$ cat src/mme_pkg.sv
// mme_pkg: shared types and constants of the matrix multiply engine
// transaction structs, kind and register index codes, datapath control struct
// no dependencies
`default_nettype none

package mme_pkg;

  localparam int unsigned DATA_W      = 32;
  localparam int unsigned POS_W       = 3;
  localparam int unsigned CFG_W       = 4;
  localparam int unsigned CFG_IDX_W   = 2;
  localparam int unsigned MAX_RESULTS = 64;
  localparam int unsigned CNT_W       = 7;

  localparam logic [CFG_W-1:0] CFG_RESET = 4'd4;

  typedef enum logic [1:0] {
    KIND_WR_A    = 2'd0,
    KIND_WR_B    = 2'd1,
    KIND_COMPUTE = 2'd2
  } kind_e;

  typedef enum logic [CFG_IDX_W-1:0] {
    CFG_ROWS_A = 2'd0,
    CFG_INNER  = 2'd1,
    CFG_COLS_B = 2'd2
  } cfg_idx_e;

  typedef struct packed {
    logic [1:0]              kind;
    logic [POS_W-1:0]        row;
    logic [POS_W-1:0]        col;
    logic signed [DATA_W-1:0] value;
  } mme_in_t;

  typedef struct packed {
    logic [POS_W-1:0]        out_row;
    logic [POS_W-1:0]        out_col;
    logic signed [DATA_W-1:0] out_value;
    logic                    last;
    logic                    error;
  } mme_out_t;

  typedef struct packed {
    logic             valid;
    logic             first;
    logic             acc_last;
    logic             last;
    logic [POS_W-1:0] row;
    logic [POS_W-1:0] col;
  } mac_ctl_t;

endpackage

`default_nettype wire

$ cat src/mme_mac.sv
// mme_mac: multiply, accumulate and saturate datapath of the engine
// depends on mme_pkg (mac_ctl_t, mme_out_t)
`default_nettype none

module mme_mac import mme_pkg::*; #(
  parameter int unsigned MAX_DIM   = 8,
  parameter int unsigned FRAC_BITS = 16
) (
  input  wire logic                     clk_i,
  input  wire logic                     rst_ni,
  input  wire logic signed [DATA_W-1:0] rd_a_i,
  input  wire logic signed [DATA_W-1:0] rd_b_i,
  input  wire mac_ctl_t                 ctl_i,
  output logic                          done_valid_o,
  output mme_out_t                      done_o
);

  localparam int unsigned PROD_W = 2 * DATA_W;
  localparam int unsigned ACC_W  = PROD_W + $clog2(MAX_DIM);

  mac_ctl_t                  ctl_p_q, ctl_a_q;
  logic signed [PROD_W-1:0]  prod_q;
  logic signed [ACC_W-1:0]   prod_ext;
  logic signed [ACC_W-1:0]   acc_d, acc_q;
  logic signed [ACC_W-1:0]   shifted;
  logic [ACC_W-DATA_W:0]     hi_bits;
  logic                      fits;
  logic signed [DATA_W-1:0]  sat_value;

  always_ff @(posedge clk_i or negedge rst_ni) begin
    if (!rst_ni) begin
      ctl_p_q <= '0;
      ctl_a_q <= '0;
    end else begin
      ctl_p_q <= ctl_i;
      ctl_a_q <= ctl_p_q;
    end
  end

  assign prod_ext = ACC_W'(prod_q);

  always_comb begin
    acc_d = acc_q;
    if (ctl_p_q.valid) begin
      if (ctl_p_q.first) begin
        acc_d = prod_ext;
      end else begin
        acc_d = acc_q + prod_ext;
      end
    end
  end

  always_ff @(posedge clk_i) begin
    prod_q <= rd_a_i * rd_b_i;
    acc_q  <= acc_d;
  end

  // arithmetic shift truncates toward minus infinity, then clamp to 32 bits
  assign shifted = acc_q >>> FRAC_BITS;
  assign hi_bits = shifted[ACC_W-1:DATA_W-1];
  assign fits    = (&hi_bits) | ~(|hi_bits);

  always_comb begin
    if (fits) begin
      sat_value = shifted[DATA_W-1:0];
    end else if (shifted[ACC_W-1]) begin
      sat_value = {1'b1, {(DATA_W-1){1'b0}}};
    end else begin
      sat_value = {1'b0, {(DATA_W-1){1'b1}}};
    end
  end

  assign done_valid_o       = ctl_a_q.valid & ctl_a_q.acc_last;
  assign done_o.out_row     = ctl_a_q.row;
  assign done_o.out_col     = ctl_a_q.col;
  assign done_o.out_value   = sat_value;
  assign done_o.last        = ctl_a_q.last;
  assign done_o.error       = 1'b0;

endmodule

`default_nettype wire

$ cat config.mk
export PLATFORM = sky130hd
export DESIGN_NAME = mme_mac
export DESIGN_NICKNAME = d
export VERILOG_FILES = /design/src/mme_pkg.sv /design/src/mme_mac.sv
export SDC_FILE = /design/constraint.sdc
export NUM_CORES = 2
export LEC_CHECK = 0
export CORE_ASPECT_RATIO = 1.4
export CORE_MARGIN = 3
export CORE_UTILIZATION = 40
export CTS_CLUSTER_DIAMETER = 120
export DETAILED_ROUTE_END_ITERATION = 6
export DONT_BUFFER_PORTS = 1
export PLACE_DENSITY = 0.63
export SLEW_MARGIN = 10
export SYNTH_ARGS = -nofsm -noshare
export SYNTH_HDL_FRONTEND = slang
export SYNTH_SLANG_ARGS = --single-unit
$ cat constraint.sdc
create_clock -name clk_i -period 2.83 [get_ports clk_i]
set_clock_uncertainty 0.05 [all_clocks]
set_input_delay 0.283 -clock clk_i [delete_from_list [all_inputs] [get_ports clk_i]]
set_output_delay 0.283 -clock clk_i [all_outputs]
set_load 0.005 [all_outputs]
# Word level (Yosys, flattened, before mapping)
# Cells that the tools add are included.
# op_classes
n_addsub	1
mul	1
muxes	3
n_bitwise	3
n_reduce_logical	2
# ops
cell	count
adder 67 x 64 -> 67 bit	1
2-to-1 mux 67 bit	1
multiplier 32 x 32 -> 64 bit	1
2-to-1 mux 32 bit	2
AND reduction 20 bit	1
OR reduction 20 bit	1
AND 1 bit	1
NOT 1 bit	1
OR 1 bit	1
# totals
reg_bits	150
out_inout_bits	41

# Depth between registers and ports, before layout
# depth
depth_word	4
mapped_depth	29
ltp_nobuf	28

# Least setup slack after synthesis
# Ideal clock, no wire load.
# synth_timing
path_type	input to register
start	input rd_a_i[31]
end	register prod_q[63]
setup_ps	118
t_arrival_ps	7386
required_time_ps	2662
path_slack_ps	-4724
path_stages	26
path_buffers	1
path_cell_list	clkbuf_1 nand2_1 inv_1 fa_1 inv_1 fa_1 fa_1 inv_1 fa_1 inv_1 fa_1 inv_1 fa_1 fa_1 fa_1 ha_1 a21o_1 a21o_1 a21oi_1 o21ai_0 a21oi_1 o31ai_1 nand3_1 a21boi_0 or3_1 xnor2_1
# synth_via
elab_chain_cells	1
# synth_rtl
element	line_no	text
from (decl)	mme_mac.sv:11	input wire logic signed [DATA_W-1:0] rd_a_i,
multiplier 32 x 32 -> 64 bit	mme_mac.sv:54	prod_q <= rd_a_i * rd_b_i;
to (signal assigned)	mme_mac.sv:54	
to (decl)	mme_mac.sv:22	logic signed [PROD_W-1:0] prod_q;
# No other way between the ends.
# A chain may end at the register's enable or synchronous reset.

# Worst setup path in the final report
# layout_timing
start	input rd_a_i[3]
end	register prod_q[57]
# Same word-level chain as after synthesis.

==> impl_results.rst <==
.. list-table::
   :header-rows: 1

   * - Metric
     - Value
   * - Type of the worst setup path
     - in2reg
   * - Worst min path class
     - in2reg
   * - GRT Overall Usage
     - between 20 and 25%
   * - Final critical-path share of the clock period
     - 242%
   * - Via count normalized by instance count
     - between 5 and 6
   * - Clock Tree Root
     - clkbuf_16
   * - Setup-failing EPs final
     - 96
   * - Actual transition at the worst max-transition pin
     - 0.805 ns
   * - Worst EP required
     - 3.14 ns
   * - Origin of the critical flop-to-flop path
     - acc_q[39]
   * - Number of enable-type register cells in the synthesized netlist
     - 67
   * - Max Clk Rate
     - 146 MHz
   * - DRT Wirelength
     - 136000 um
   * - Worst Hold Path EP
     - prod_q[1]
   * - Initial core utilization
     - 40.6%
   * - Chain of cells forming the critical path
     - and2_1 -> fa_1 -> inv_1 -> fa_1 -> inv_1 -> fa_1 -> fa_1 -> fa_2 -> fa_2 -> fa_2 -> fa_2 -> ha_4 -> nand4_1 -> nor4_4 -> and4_4 -> a32oi_4 -> a31o_4 -> o21a_4 -> o311ai_4 -> a21oi_4 -> o21ai_2 -> xnor2_1
   * - Final setup slack of the worst path
     - -4.02 ns
   * - Unrepaired setup endpoints after global routing
     - yes
   * - Sequential share of the synthesized area
     - 8.38%
   * - DP Wirelength
     - 107000 um
   * - Instance area at placement
     - 49900 um2
   * - Cell family with the largest share of critical-path delay
     - adder cells
   * - CTS HTree Levels
     - 4
   * - Critical Path Slowest Stage Cell
     - fa_2
   * - Average size of a mapped cell
     - 9.28 um2
   * - Minimum clock period after layout
     - 6.85 ns
   * - DRC violation count after routing
     - 0
   * - Die Y
     - 403 um
   * - Via count of the first global-routing pass
     - around 40000
   * - Summed instance area of the synthesized netlist
     - 44900 um2
   * - Data arrival, critical path
     - 7.17 ns
   * - Number of DRC violations after detailed-routing iteration 0
     - 1642
   * - Critical Path Fanout Max
     - 32
   * - Average detailed-routed wire length per instance
     - just over 20 um
   * - Violations in the final reports
     - setup timing
   * - Routed vias
     - 34700
   * - Wire length of the first global-routing pass
     - 216000 um
   * - Capture instance of the worst register-to-register path
     - acc_q[65]
   * - Tightest slew margin relative to the limit
     - 46.2%
   * - Reg2reg path depth
     - 12
   * - Total nets after synthesis
     - roughly 6300
   * - Weighted congestion reported at the end of routability-driven placement
     - 0.904
   * - Clock tree from TritonCTS
     - built
   * - MaxCap Viol Count
     - 0
   * - Sum of overflow across all layers after global routing
     - 0
   * - Number of nets in the finished design
     - 6587
   * - Biggest cell delay along the critical path
     - 0.60 ns
   * - Width of the die
     - 289 um
   * - Count of input and output buffers
     - 0
   * - Pin count of the biggest net entering global routing
     - 67
   * - Inserted Clock Buffers
     - 17
   * - Final instance area
     - 53700 um2
   * - Site Rows
     - approximately 140
   * - Core box area
     - 111000 um2
   * - Initial antenna violation count
     - 3
   * - Worst skew pair latency
     - 0.45 ns
   * - First-pass detailed-route iteration total
     - 5
   * - Nature of the critical path endpoint
     - register
   * - Prevailing post-synth register cell
     - edfxtp_1
   * - Number of buffer and inverter instances along the worst setup path
     - 2
   * - Number of endpoints with negative hold slack in the final report
     - 0
   * - CTS Buffer Depth
     - 2
   * - Instance count along the most critical hold path
     - 2
   * - Run status
     - complete, but fails checks
   * - Count of final max-slew check failures
     - 0
   * - I/O Pins
     - 117
   * - Flop and latch count out of synthesis
     - 150
   * - Layout cells sized above 1
     - 19.5%
   * - Area overhead of the layout relative to synthesis
     - 19.4%
   * - Total Neg Setup Slack
     - -192.96 ns
   * - Cell variety after synth
     - 75
   * - Share of synthesized flip-flops with an asynchronous set or reset
     - 12.7%
   * - Area of the die
     - between 100000 and 150000 um2
   * - Number of standard cells after synthesis
     - 4846
   * - Worst reg2reg setup slack
     - -0.46 ns
   * - Clock Pin Slew Worst Setup and Hold Paths
     - approximately 0.06 ns
   * - Crit path launch type
     - primary input
   * - Clock tree sinks
     - 150
   * - Ys Warns
     - 0
   * - Min-Delay Startpoint
     - rd_b_i[1]
   * - Post-route ant nets
     - 0
==> how the worst max path moves through the flow <==
stage / from / end / slack (ns) / cells after the start
after CTS: rd_a_i[11] / prod_q[63] / -3.89 / 24
after detailed placement: rd_b_i[26] / prod_q[57] / -4.71 / 22
after global placement: rd_b_i[26] / prod_q[61] / -4.62 / 22
final: rd_a_i[3] / prod_q[57] / -4.02 / 22
after floorplan: rd_a_i[31] / prod_q[63] / -4.34 / 28
after global routing: rd_a_i[10] / prod_q[57] / -4.22 / 24
==> per-stage QoR <==
step / util [%] / std cells / worst slack [ns] / hold WS, ns
2_1_floorplan: - / 4846 / -4.34 / -0.0626
3_3_place_gp: 45.0 / 6501 / -4.62 / -0.0621
3_5_place_dp: 45.0 / 6501 / -4.71 / -0.0621
4_1_cts: 47.3 / 6613 / -3.89 / 0.0334
5_1_grt: 48.4 / 6651 / -4.22 / 0.0432
6_report: 48.4 / 6657 / -4.02 / 0.0498
==> layout by cell type (no fill, tap or decap), types with 40 or more instances in the layout <==
cell	synthesis	layout
a21o_1	67	67
a21oi_1	140	91
a21oi_2	3	40
and2_1	531	515
buf_4	10	485
buf_6	0	61
dfxtp_1	64	59
edfxtp_1	67	67
fa_1	1083	1046
ha_1	250	182
ha_4	0	66
inv_1	1059	1018
nand2_1	602	574
nor2_1	91	79
o21ai_0	146	68
o21ai_1	11	62
xnor2_1	78	52
==> worst register-to-register path, stage by stage (launching register included) <==
cell      delay, ns
edfxtp_1       0.44
ha_4           0.29
nand4_1        0.14
or4_4          0.52
or3_4          0.36
o22ai_4        0.19
nor3_4         0.06
a211oi_2       0.25
buf_4          0.18
o211ai_1       0.09
nand3b_1       0.19
o22a_1         0.17
o211ai_1       0.09
==> layer usage <==
metal	vias up	track usage [%]	part of all wire, %
met5	-	0	0
met4	0	17.5	9.5
met3	497	2.95	4.1
met2	1003	45.4	54
met1	18000	24.1	32
li1	15100	-	-
==> cell type report <==
cell class | count | area, um2
clock buffers | 18 | 450
repair buffers | 568 | 4630
diodes | 6 | 15.0
fillers | 10300 | 57100
multi-input cells | 3381 | 38900
inverters | 1060 | 3990
clock inverters | 14 | 129
flip-flops and latches | 150 | 3780
well taps | 1460 | 1830
==> synthesized netlist by cell type, types with 64 or more instances <==
library cell,n,area share [%]
fa_1,1083,48
inv_1,1059,8.8
nand2_1,602,5.0
and2_1,531,7.4
ha_1,250,7.0
clkbuf_1,237,2.0
o21ai_0,146,1.6
a21oi_1,140,1.6
nor2_1,91,0.76
xnor2_1,78,1.5
a21o_1,67,1.1
edfxtp_1,67,4.5
dfxtp_1,64,2.9
==> timing repair <==
item,CTS,global route
setup endpoints to repair,112,138
endpoints found under the hold margin,30,0
gates cloned,0,0
pin swaps,179,162
hold buffers,13,0
setup buffers,76,54
resized for setup,301,226
==> cell families after synthesis <==
kind of cell / Yosys count / share of synthesized area (%)
xor+xnor: 121 / 2.36
other cells: 1 / 0.00834
fa+ha+maj: 1333 / 55.2
buf+inv: 1315 / 11.1
mux: 3 / 0.0724
simple gates: 1396 / 15.5
flops: 150 / 8.38
compound gates: 527 / 7.38
==> registers in the layout, indices dropped and copies added, names as in the netlist <==
| register | flops |
|---|---|
| acc_q | 67 |
| prod_q | 64 |
| ctl_p_q | 10 |
| done_o | 7 |
| ctl_a_q | 2 |
Power is not shown: default switching activity piles up to over one toggle a cycle in this logic, so the estimate is an artifact.
